## src/kcfc_pkg.sv

```systemverilog
// Package: shared types, constants and register indexes for the kicker controller.
`default_nettype none
package kcfc_pkg;

  localparam int unsigned AdcBits     = 12;
  localparam int unsigned CdBits      = 24;
  localparam int unsigned StrBits     = 8;
  localparam int unsigned UnitBits    = 16;
  localparam int unsigned PulseBits   = 20;
  localparam int unsigned CfgIdxBits  = 3;
  localparam int unsigned CfgDataBits = 24;
  localparam int unsigned ProdBits    = StrBits + UnitBits;

  // strength is Q4.4, anything below 1.0 counts as 1.0
  localparam logic [StrBits-1:0] StrOne = StrBits'(16);

  localparam logic [CfgIdxBits-1:0] CFG_BALL_IR_LEVEL   = 3'd0;
  localparam logic [CfgIdxBits-1:0] CFG_MIN_FIRE_LOAD   = 3'd1;
  localparam logic [CfgIdxBits-1:0] CFG_MAX_CHARGE_LOAD = 3'd2;
  localparam logic [CfgIdxBits-1:0] CFG_COOLDOWN_TICKS  = 3'd3;
  localparam logic [CfgIdxBits-1:0] CFG_PULSE_UNIT      = 3'd4;

  localparam logic [AdcBits-1:0]  BallIrLevelRst   = AdcBits'(2048);
  localparam logic [AdcBits-1:0]  MinFireLoadRst   = AdcBits'(1024);
  localparam logic [AdcBits-1:0]  MaxChargeLoadRst = AdcBits'(3072);
  localparam logic [CdBits-1:0]   CooldownRst      = CdBits'(500000);
  localparam logic [UnitBits-1:0] PulseUnitRst     = UnitBits'(1000);

  typedef struct packed {
    logic                cmd_valid;
    logic                cmd_front;
    logic                cmd_chip;
    logic                cmd_charge;
    logic                cmd_bypass_ir;
    logic [StrBits-1:0]  cmd_strength;
    logic [AdcBits-1:0]  ir_sample;
    logic [AdcBits-1:0]  load_sample;
  } item_t;

  typedef struct packed {
    logic charge_on;
    logic front_drive;
    logic chip_drive;
    logic ball_seen;
    logic kick_fired;
    logic pulse_busy;
  } result_t;

  typedef struct packed {
    logic [AdcBits-1:0]  ball_ir_level;
    logic [AdcBits-1:0]  min_fire_load;
    logic [AdcBits-1:0]  max_charge_load;
    logic [CdBits-1:0]   cooldown_ticks;
    logic [UnitBits-1:0] pulse_unit_ticks;
  } cfg_t;

endpackage
`default_nettype wire

```

## src/kcfc_cfg_regs.sv

```systemverilog
// Configuration register file written through the plain write port.
`default_nettype none
module kcfc_cfg_regs (
  input  wire                                   clk_i,
  input  wire                                   rst_ni,
  input  wire                                   cfg_we_i,
  input  wire  [kcfc_pkg::CfgIdxBits-1:0]       cfg_idx_i,
  input  wire  [kcfc_pkg::CfgDataBits-1:0]      cfg_wdata_i,
  output kcfc_pkg::cfg_t                        cfg_o
);
  import kcfc_pkg::*;

  cfg_t cfg_q;

  always_ff @(posedge clk_i or negedge rst_ni) begin
    if (!rst_ni) begin
      cfg_q.ball_ir_level    <= BallIrLevelRst;
      cfg_q.min_fire_load    <= MinFireLoadRst;
      cfg_q.max_charge_load  <= MaxChargeLoadRst;
      cfg_q.cooldown_ticks   <= CooldownRst;
      cfg_q.pulse_unit_ticks <= PulseUnitRst;
    end else if (cfg_we_i) begin
      unique case (cfg_idx_i)
        CFG_BALL_IR_LEVEL:   cfg_q.ball_ir_level    <= cfg_wdata_i[AdcBits-1:0];
        CFG_MIN_FIRE_LOAD:   cfg_q.min_fire_load    <= cfg_wdata_i[AdcBits-1:0];
        CFG_MAX_CHARGE_LOAD: cfg_q.max_charge_load  <= cfg_wdata_i[AdcBits-1:0];
        CFG_COOLDOWN_TICKS:  cfg_q.cooldown_ticks   <= cfg_wdata_i[CdBits-1:0];
        CFG_PULSE_UNIT:      cfg_q.pulse_unit_ticks <= cfg_wdata_i[UnitBits-1:0];
        default: ;
      endcase
    end
  end

  assign cfg_o = cfg_q;

endmodule
`default_nettype wire

```

## src/kcfc_core.sv

```systemverilog
// Kick state (pending requests, cooldown, pulse counter) and per-tick decision logic.
`default_nettype none
module kcfc_core (
  input  wire                clk_i,
  input  wire                rst_ni,
  input  wire                step_i,
  input  kcfc_pkg::item_t    item_i,
  input  kcfc_pkg::cfg_t     cfg_i,
  output kcfc_pkg::result_t  res_o
);
  import kcfc_pkg::*;

  logic                 front_q, front_d;
  logic                 chip_q, chip_d;
  logic                 charge_q, charge_d;
  logic                 bypass_q, bypass_d;
  logic [StrBits-1:0]   str_q, str_d;
  logic [CdBits-1:0]    cd_q, cd_d;
  logic [PulseBits-1:0] pulse_q, pulse_d;
  logic                 is_front_q, is_front_d;

  logic                 ball;
  logic                 load_ok;
  logic                 below_max;
  logic                 cd_ok;
  logic [StrBits-1:0]   str_eff;
  logic [ProdBits-1:0]  prod;
  logic [PulseBits-1:0] len;
  result_t              res;

  assign ball      = item_i.ir_sample < cfg_i.ball_ir_level;
  assign load_ok   = item_i.load_sample > cfg_i.min_fire_load;
  assign below_max = item_i.load_sample < cfg_i.max_charge_load;
  assign cd_ok     = cd_q > cfg_i.cooldown_ticks;

  always_comb begin
    front_d    = front_q;
    chip_d     = chip_q;
    charge_d   = charge_q;
    bypass_d   = bypass_q;
    str_d      = str_q;
    is_front_d = is_front_q;
    pulse_d    = pulse_q;
    res        = '0;
    res.ball_seen = ball;

    // a command replaces the pending flags before this tick is evaluated
    if (item_i.cmd_valid) begin
      front_d  = item_i.cmd_front;
      chip_d   = item_i.cmd_chip;
      charge_d = item_i.cmd_charge;
      bypass_d = item_i.cmd_bypass_ir;
      str_d    = item_i.cmd_strength;
    end

    str_eff = (str_d < StrOne) ? StrOne : str_d;
    prod    = ProdBits'(str_eff) * ProdBits'(cfg_i.pulse_unit_ticks);
    len     = prod[ProdBits-1:4];

    cd_d = (cd_q != '1) ? cd_q + CdBits'(1) : cd_q;

    if (pulse_q != '0) begin
      res.pulse_busy  = 1'b1;
      res.front_drive = is_front_q;
      res.chip_drive  = !is_front_q;
      pulse_d         = pulse_q - PulseBits'(1);
    end else if (front_d || chip_d) begin
      if ((ball || bypass_d) && load_ok && cd_ok) begin
        is_front_d      = front_d;
        res.kick_fired  = 1'b1;
        res.pulse_busy  = 1'b1;
        res.front_drive = front_d;
        res.chip_drive  = !front_d;
        // start tick is the first tick of the pulse
        pulse_d         = (len != '0) ? len - PulseBits'(1) : '0;
        cd_d            = '0;
        front_d         = 1'b0;
        chip_d          = 1'b0;
        charge_d        = 1'b0;
      end else begin
        res.charge_on = below_max;
      end
    end else if (charge_d) begin
      res.charge_on = below_max;
    end
  end

  always_ff @(posedge clk_i or negedge rst_ni) begin
    if (!rst_ni) begin
      front_q    <= 1'b0;
      chip_q     <= 1'b0;
      charge_q   <= 1'b0;
      bypass_q   <= 1'b0;
      str_q      <= '0;
      cd_q       <= '0;
      pulse_q    <= '0;
      is_front_q <= 1'b0;
    end else if (step_i) begin
      front_q    <= front_d;
      chip_q     <= chip_d;
      charge_q   <= charge_d;
      bypass_q   <= bypass_d;
      str_q      <= str_d;
      cd_q       <= cd_d;
      pulse_q    <= pulse_d;
      is_front_q <= is_front_d;
    end
  end

  assign res_o = res;

endmodule
`default_nettype wire

```

## src/kicker_charge_and_fire_control.sv

```systemverilog
// Kicker charge and fire control: top level with input and result registers.
//
// One input beat per 1 us tick carries an optional command plus the IR and
// capacitor-load samples; every input beat yields exactly one result beat
// (charger enable, solenoid drives, ball seen, kick fired, pulse busy).
// Both channels use valid/stall; a beat moves when valid is high and stall low.
// An accepted beat lands in the input register, is evaluated from there and
// its result is loaded into the result register once that register is free.
// Throughput: one beat per cycle while the receiver does not stall; the
// pending flags, cooldown and pulse counters update with each evaluated beat,
// so the next tick may follow directly.
// When the receiver stalls, the result register holds and the input register
// keeps taking one more beat; after that in_stall_o rises until the result
// drains. Configuration writes go to cfg_idx_i 0..4 and take effect at once.
// Reset clears all pending requests, the cooldown count (so no kick fires
// until cooldown_ticks is exceeded) and any pulse; registers return to their
// defaults.
`default_nettype none
module kicker_charge_and_fire_control (
  input  wire                                clk_i,
  input  wire                                rst_ni,
  input  wire                                in_valid_i,
  output logic                               in_stall_o,
  input  kcfc_pkg::item_t                    in_data_i,
  output logic                               out_valid_o,
  input  wire                                out_stall_i,
  output kcfc_pkg::result_t                  out_data_o,
  input  wire                                cfg_we_i,
  input  wire  [kcfc_pkg::CfgIdxBits-1:0]    cfg_idx_i,
  input  wire  [kcfc_pkg::CfgDataBits-1:0]   cfg_wdata_i
);
  import kcfc_pkg::*;

  cfg_t    cfg;
  item_t   item_q;
  logic    in_valid_q;
  result_t res;
  result_t res_q;
  logic    out_valid_q;
  logic    out_free;
  logic    step;
  logic    in_accept;

  assign out_free   = !out_valid_q || !out_stall_i;
  assign step       = in_valid_q && out_free;
  assign in_stall_o = in_valid_q && !out_free;
  assign in_accept  = in_valid_i && !in_stall_o;

  kcfc_cfg_regs u_cfg (
    .clk_i       (clk_i),
    .rst_ni      (rst_ni),
    .cfg_we_i    (cfg_we_i),
    .cfg_idx_i   (cfg_idx_i),
    .cfg_wdata_i (cfg_wdata_i),
    .cfg_o       (cfg)
  );

  kcfc_core u_core (
    .clk_i  (clk_i),
    .rst_ni (rst_ni),
    .step_i (step),
    .item_i (item_q),
    .cfg_i  (cfg),
    .res_o  (res)
  );

  always_ff @(posedge clk_i or negedge rst_ni) begin
    if (!rst_ni) begin
      in_valid_q <= 1'b0;
    end else if (in_accept) begin
      in_valid_q <= 1'b1;
    end else if (step) begin
      in_valid_q <= 1'b0;
    end
  end

  always_ff @(posedge clk_i) begin
    if (in_accept) begin
      item_q <= in_data_i;
    end
  end

  always_ff @(posedge clk_i or negedge rst_ni) begin
    if (!rst_ni) begin
      out_valid_q <= 1'b0;
    end else if (step) begin
      out_valid_q <= 1'b1;
    end else if (!out_stall_i) begin
      out_valid_q <= 1'b0;
    end
  end

  always_ff @(posedge clk_i) begin
    if (step) begin
      res_q <= res;
    end
  end

  assign out_valid_o = out_valid_q;
  assign out_data_o  = res_q;

`ifndef NO_ASSERTIONS
  a_fire_busy : assert property (@(posedge clk_i) disable iff (!rst_ni)
    out_valid_o && out_data_o.kick_fired |-> out_data_o.pulse_busy)
    else $error("kick fired without pulse busy");

  a_one_solenoid : assert property (@(posedge clk_i) disable iff (!rst_ni)
    out_valid_o |-> !(out_data_o.front_drive && out_data_o.chip_drive))
    else $error("both solenoids driven");

  a_no_charge_in_pulse : assert property (@(posedge clk_i) disable iff (!rst_ni)
    out_valid_o && out_data_o.pulse_busy |-> !out_data_o.charge_on)
    else $error("charger on during pulse");

  a_step_fills_out : assert property (@(posedge clk_i) disable iff (!rst_ni)
    step |=> out_valid_o)
    else $error("evaluated beat did not reach result register");
`endif

endmodule
`default_nettype wire

```

## config.mk

```make
export PLATFORM = sky130hd
export DESIGN_NAME = kicker_charge_and_fire_control
export DESIGN_NICKNAME = d
export VERILOG_FILES = /design/src/kcfc_pkg.sv /design/src/kcfc_cfg_regs.sv /design/src/kcfc_core.sv /design/src/kicker_charge_and_fire_control.sv
export SDC_FILE = /design/constraint.sdc
export NUM_CORES = 1
export LEC_CHECK = 0
export BUFFER_PORTS_ARGS = -buffer_cell sky130_fd_sc_hd__buf_4
export CAP_MARGIN = 15
export CELL_PAD_IN_SITES_DETAIL_PLACEMENT = 2
export CELL_PAD_IN_SITES_GLOBAL_PLACEMENT = 2
export CORE_MARGIN = 4
export CORE_UTILIZATION = 44
export DETAILED_ROUTE_END_ITERATION = 10
export PLACE_DENSITY = 0.85
export SYNTH_ARGS = -nofsm -noshare
export SYNTH_HDL_FRONTEND = slang
export SYNTH_SLANG_ARGS = --single-unit
```

## constraint.sdc

```tcl
create_clock -name clk_i -period 19.68 [get_ports clk_i]
set_clock_uncertainty 0.1 [all_clocks]
set_input_delay 3.936 -clock clk_i [delete_from_list [all_inputs] [get_ports clk_i]]
set_output_delay 3.936 -clock clk_i [all_outputs]
set_load 0.01 [all_outputs]
```

==> results.json <==
{
  "hold_path_class": "reg -> reg",
  "post_drt_wl_per_cell_um": 26.3,
  "report.final.setup_viol": 0,
  "rows": 63,
  "drc": 0,
  "most_common_cell_after_layout_fill_and_taps_aside": "sky130_fd_sc_hd__inv_1",
  "drt-initial-drc-count": 588,
  "detailroute.wirelength.met3_um": 1680,
  "crit_path_frequent_cell": "sky130_fd_sc_hd__buf_4",
  "max_cap_violations": 0,
  "final_hold_viol_count": 0,
  "die_w_um": 183,
  "core_area_um2": 30000,
  "synth.distinct_cells": 74,
  "synth_sequential_area_ratio_pct": 34.7,
  "most-common-layout-cells": "sky130_fd_sc_hd__inv_1 (169), sky130_fd_sc_hd__dfrtp_1 (118), sky130_fd_sc_hd__and2_1 (115)",
  "cts_made_buffers": 17,
  "maxSlewViolCount": 0,
  "synth-main-ff-cell": "sky130_fd_sc_hd__dfrtp_1",
  "period_needed_ns": 8.40,
  "yosysWarnings": 0,
  "syn-cell-area_um2": 13500,
  "worstPathCellList": "buf_4, nand3_1, inv_1, buf_4",
  "worst_skew_pair.late_latency_ns": 0.48,
  "end_kind": "primary output",
  "worst_pin_slew_ns": 1.06,
  "place.port_buffers": 76,
  "number_of_hold_repair_buffers_added_at_the_cts_stage": 0,
  "rsz0062_at_grt": "false",
  "place_hpwl_um": 33800,
  "synth_adder_area_share_pct": 21.9,
  "critical_path.n_buffers_inverters": 3,
  "route.antenna.remaining_nets": 0,
  "globalRouteOverflowTotal": 0,
  "area_growth_syn_to_layout_pct": 11.9,
  "synthXorXnorAreaFrac_pct": 3.31,
  "worst_ep_required_time_ns": 15.64,
  "clk_pin_slew_ns": 0.08,
  "crit_family": "buffers and inverters",
  "met2_wirelength_um": 24800,
  "floorplan.die.height_um": 183,
  "totalWireLength_um": 48200,
  "floorplan.io_pins": 77,
  "fp.dieArea_um2": 33600,
  "detail_route.first_pass.iterations": 7,
  "share_of_layout_cells_above_drive_strength_1_pct": 14.8,
  "highest_clock_rate_mhz": 119,
  "critical_path_peak_fanout": 3,
  "outcome": "finished clean",
  "start_util_pct": 45.1,
  "synth_simple_gate_area_share_pct": 17.5,
  "grt_antenna_before_repair": 0,
  "num_vias": 10700,
  "yosys_register_bits": 178,
  "totalNegativeSetupSlack_ns": 0,
  "cts_htree_levels": 4,
  "post_cts_resize_count": 0,
  "dominant_combinational_cell_family_by_area_after_synthesis": "adder cells",
  "cts-root-to-sink-buffers": 2,
  "first_global_vias": 12600,
  "synth_mux_area_share_pct": 5.23,
  "nets_finish": 1683,
  "grt_pass1_wl_um": 75800,
  "fraction_of_registers_with_async_set_or_reset_after_synthesis_pct": 75.8,
  "critPathKind": "in -> out",
  "critPathMaxStageDelay_ns": 0.14,
  "grt_util_all_layers_pct": 29.5,
  "num_antenna_cells": 0,
  "worstHoldStart": "u_core.front_q",
  "gp_routability_congestion": 0.818,
  "via_per_inst": 5.83,
  "top_layer_used": "met4",
  "grt_max_degree": 83,
  "cts_tree": "built",
  "period_share_pct": 42.7,
  "timing.critical_path.slowest_stage_cell": "sky130_fd_sc_hd__buf_4",
  "clock_sinks": 178,
  "relative_max_transition_margin_pct": 27.7,
  "synthesis.area_per_instance_um2": 9.93,
  "worst_r2r_startpoint": "item_q[36]",
  "synth_enable_flop_cells": 43,
  "synth-compound-area-share_pct": 11.4,
  "setup.worst_path.start_class": "input port",
  "critPathArrivalTime_ns": 4.37,
  "clock_tree.root_cell": "sky130_fd_sc_hd__clkbuf_16",
  "route.layer.met1.wl_um": 19700,
  "worst_setup_startpoint": "out_stall_i",
  "syn-num-nets": 1616,
  "synthesis.instances": 1361,
  "cts.repair_timing.setup_buffer_count": 0
}
cell families after synthesis:
group | count (synthesis)
multiplexers | 64
AO/OA/AOI/OAI | 227
AND/OR/NAND/NOR | 445
XOR/XNOR | 51
flip-flops | 178
buffers and inverters | 210
adder cells (fa/ha/maj) | 186
registers in the layout, indices dropped and copies added, names as in the netlist:
signal and cells:
u_core.charge_q 1, u_core.is_front_q 1, u_core.str_q 8, item_q 37
u_core.pulse_q 20, out_data_o 6, u_cfg.cfg_o 76, out_valid_o 1
in_valid_q 1, u_core.bypass_q 1, u_core.front_q 1, u_core.chip_q 1
u_core.cd_q 24
synth_stat cells, types with 3 or more instances:
cell type	instances	share of area, %
sky130_fd_sc_hd__a2111oi_0	3	0.19
sky130_fd_sc_hd__a211o_1	3	0.19
sky130_fd_sc_hd__a211oi_1	19	1.1
sky130_fd_sc_hd__a21o_1	29	1.6
sky130_fd_sc_hd__a21oi_1	33	1.2
sky130_fd_sc_hd__a31oi_1	4	0.19
sky130_fd_sc_hd__and2_1	116	5.4
sky130_fd_sc_hd__and3_1	4	0.19
sky130_fd_sc_hd__and4_1	3	0.19
sky130_fd_sc_hd__clkbuf_1	38	1.1
sky130_fd_sc_hd__dfrtp_1	118	22
sky130_fd_sc_hd__dfstp_2	17	3.3
sky130_fd_sc_hd__edfxtp_1	43	9.6
sky130_fd_sc_hd__fa_1	84	12
sky130_fd_sc_hd__ha_1	102	9.4
sky130_fd_sc_hd__inv_1	169	4.7
sky130_fd_sc_hd__mux2_2	53	4.4
sky130_fd_sc_hd__mux2i_1	11	0.81
sky130_fd_sc_hd__nand2_1	106	2.9
sky130_fd_sc_hd__nand2b_1	8	0.37
sky130_fd_sc_hd__nand3_1	24	0.89
sky130_fd_sc_hd__nand4_1	13	0.60
sky130_fd_sc_hd__nand4b_1	3	0.19
sky130_fd_sc_hd__nor2_1	75	2.1
sky130_fd_sc_hd__nor2b_1	7	0.32
sky130_fd_sc_hd__nor3_1	26	0.96
sky130_fd_sc_hd__nor4_1	11	0.51
sky130_fd_sc_hd__nor4b_1	3	0.19
sky130_fd_sc_hd__o211ai_1	18	1.0
sky130_fd_sc_hd__o21a_1	5	0.28
sky130_fd_sc_hd__o21ai_0	64	2.4
sky130_fd_sc_hd__o21ai_1	4	0.15
sky130_fd_sc_hd__o22ai_1	6	0.28
sky130_fd_sc_hd__o31ai_1	7	0.39
sky130_fd_sc_hd__or2_2	4	0.19
sky130_fd_sc_hd__or3_1	22	1.0
sky130_fd_sc_hd__or4_1	6	0.33
sky130_fd_sc_hd__xnor2_1	35	2.3
sky130_fd_sc_hd__xor2_1	16	1.0
per-stage QoR:
step                worst slack (ns)  hold slack, ns  cell area [um^2]  cells  util [%]
CTS                            11.19           0.391             15100   1828      50.3
floorplan                      11.52           0.348             13500   1361         -
finish                         11.28           0.396             15100   1831      50.5
detailed placement             11.24           0.370             14500   1796      48.4
global route                   10.89           0.434             15100   1831      50.5
global placement               11.31           0.360             14500   1796      48.4
layout make-up:
type	count	area, um^2
Sequential cell	178	4690
Clock inverter	15	165
Inverter	169	634
Clock buffer	17	425
Fill cell	3145	14800
Multi-Input combinational cell	973	8030
Tap cell	390	488
Timing Repair Buffer	89	692
final timing paths:
| path | to | slack, ns | cells past startpoint |
|---|---|---|---|
| max | in_stall_o | 11.28 | 4 |
| min reg2reg | u_core.front_q | 0.40 | 2 |
| min in group asynchronous | u_core.cd_q[19] | 3.43 | 1 |
| max in group asynchronous | u_cfg.cfg_o[53] | 14.72 | 2 |
| max reg2reg | u_core.pulse_q[4] | 11.29 | 22 |
| min | u_core.front_q | 0.40 | 2 |
worst register-to-register path: stages (launching register included):
cell and delay [ns]:
sky130_fd_sc_hd__edfxtp_1 0.33, sky130_fd_sc_hd__buf_4 0.31, sky130_fd_sc_hd__or4b_1 0.56, sky130_fd_sc_hd__o22ai_1 0.48, sky130_fd_sc_hd__nor2_1 0.17, sky130_fd_sc_hd__buf_4 0.24, sky130_fd_sc_hd__and2_1 0.21, sky130_fd_sc_hd__fa_1 0.54
sky130_fd_sc_hd__fa_1 0.47, sky130_fd_sc_hd__fa_1 0.57, sky130_fd_sc_hd__inv_1 0.07, sky130_fd_sc_hd__fa_1 0.56, sky130_fd_sc_hd__inv_1 0.06, sky130_fd_sc_hd__ha_1 0.37, sky130_fd_sc_hd__a21oi_1 0.27, sky130_fd_sc_hd__nand2_1 0.14
sky130_fd_sc_hd__a311oi_1 0.67, sky130_fd_sc_hd__a211oi_1 0.20, sky130_fd_sc_hd__xor2_1 0.23, sky130_fd_sc_hd__nor4_4 0.43, sky130_fd_sc_hd__or4b_4 0.53, sky130_fd_sc_hd__o21ai_4 0.55, sky130_fd_sc_hd__o211ai_1 0.20
per-layer routing:
metal,global-route usage [%],vias up
met3,4.68,106
met4,12.6,0
met2,52.6,237
li1,-,4792
met1,35.3,5548
met5,0,-
Power is left out: the tool's default activity adds up to more than one toggle a clock period on the data nets, which glitch-free logic cannot reach.
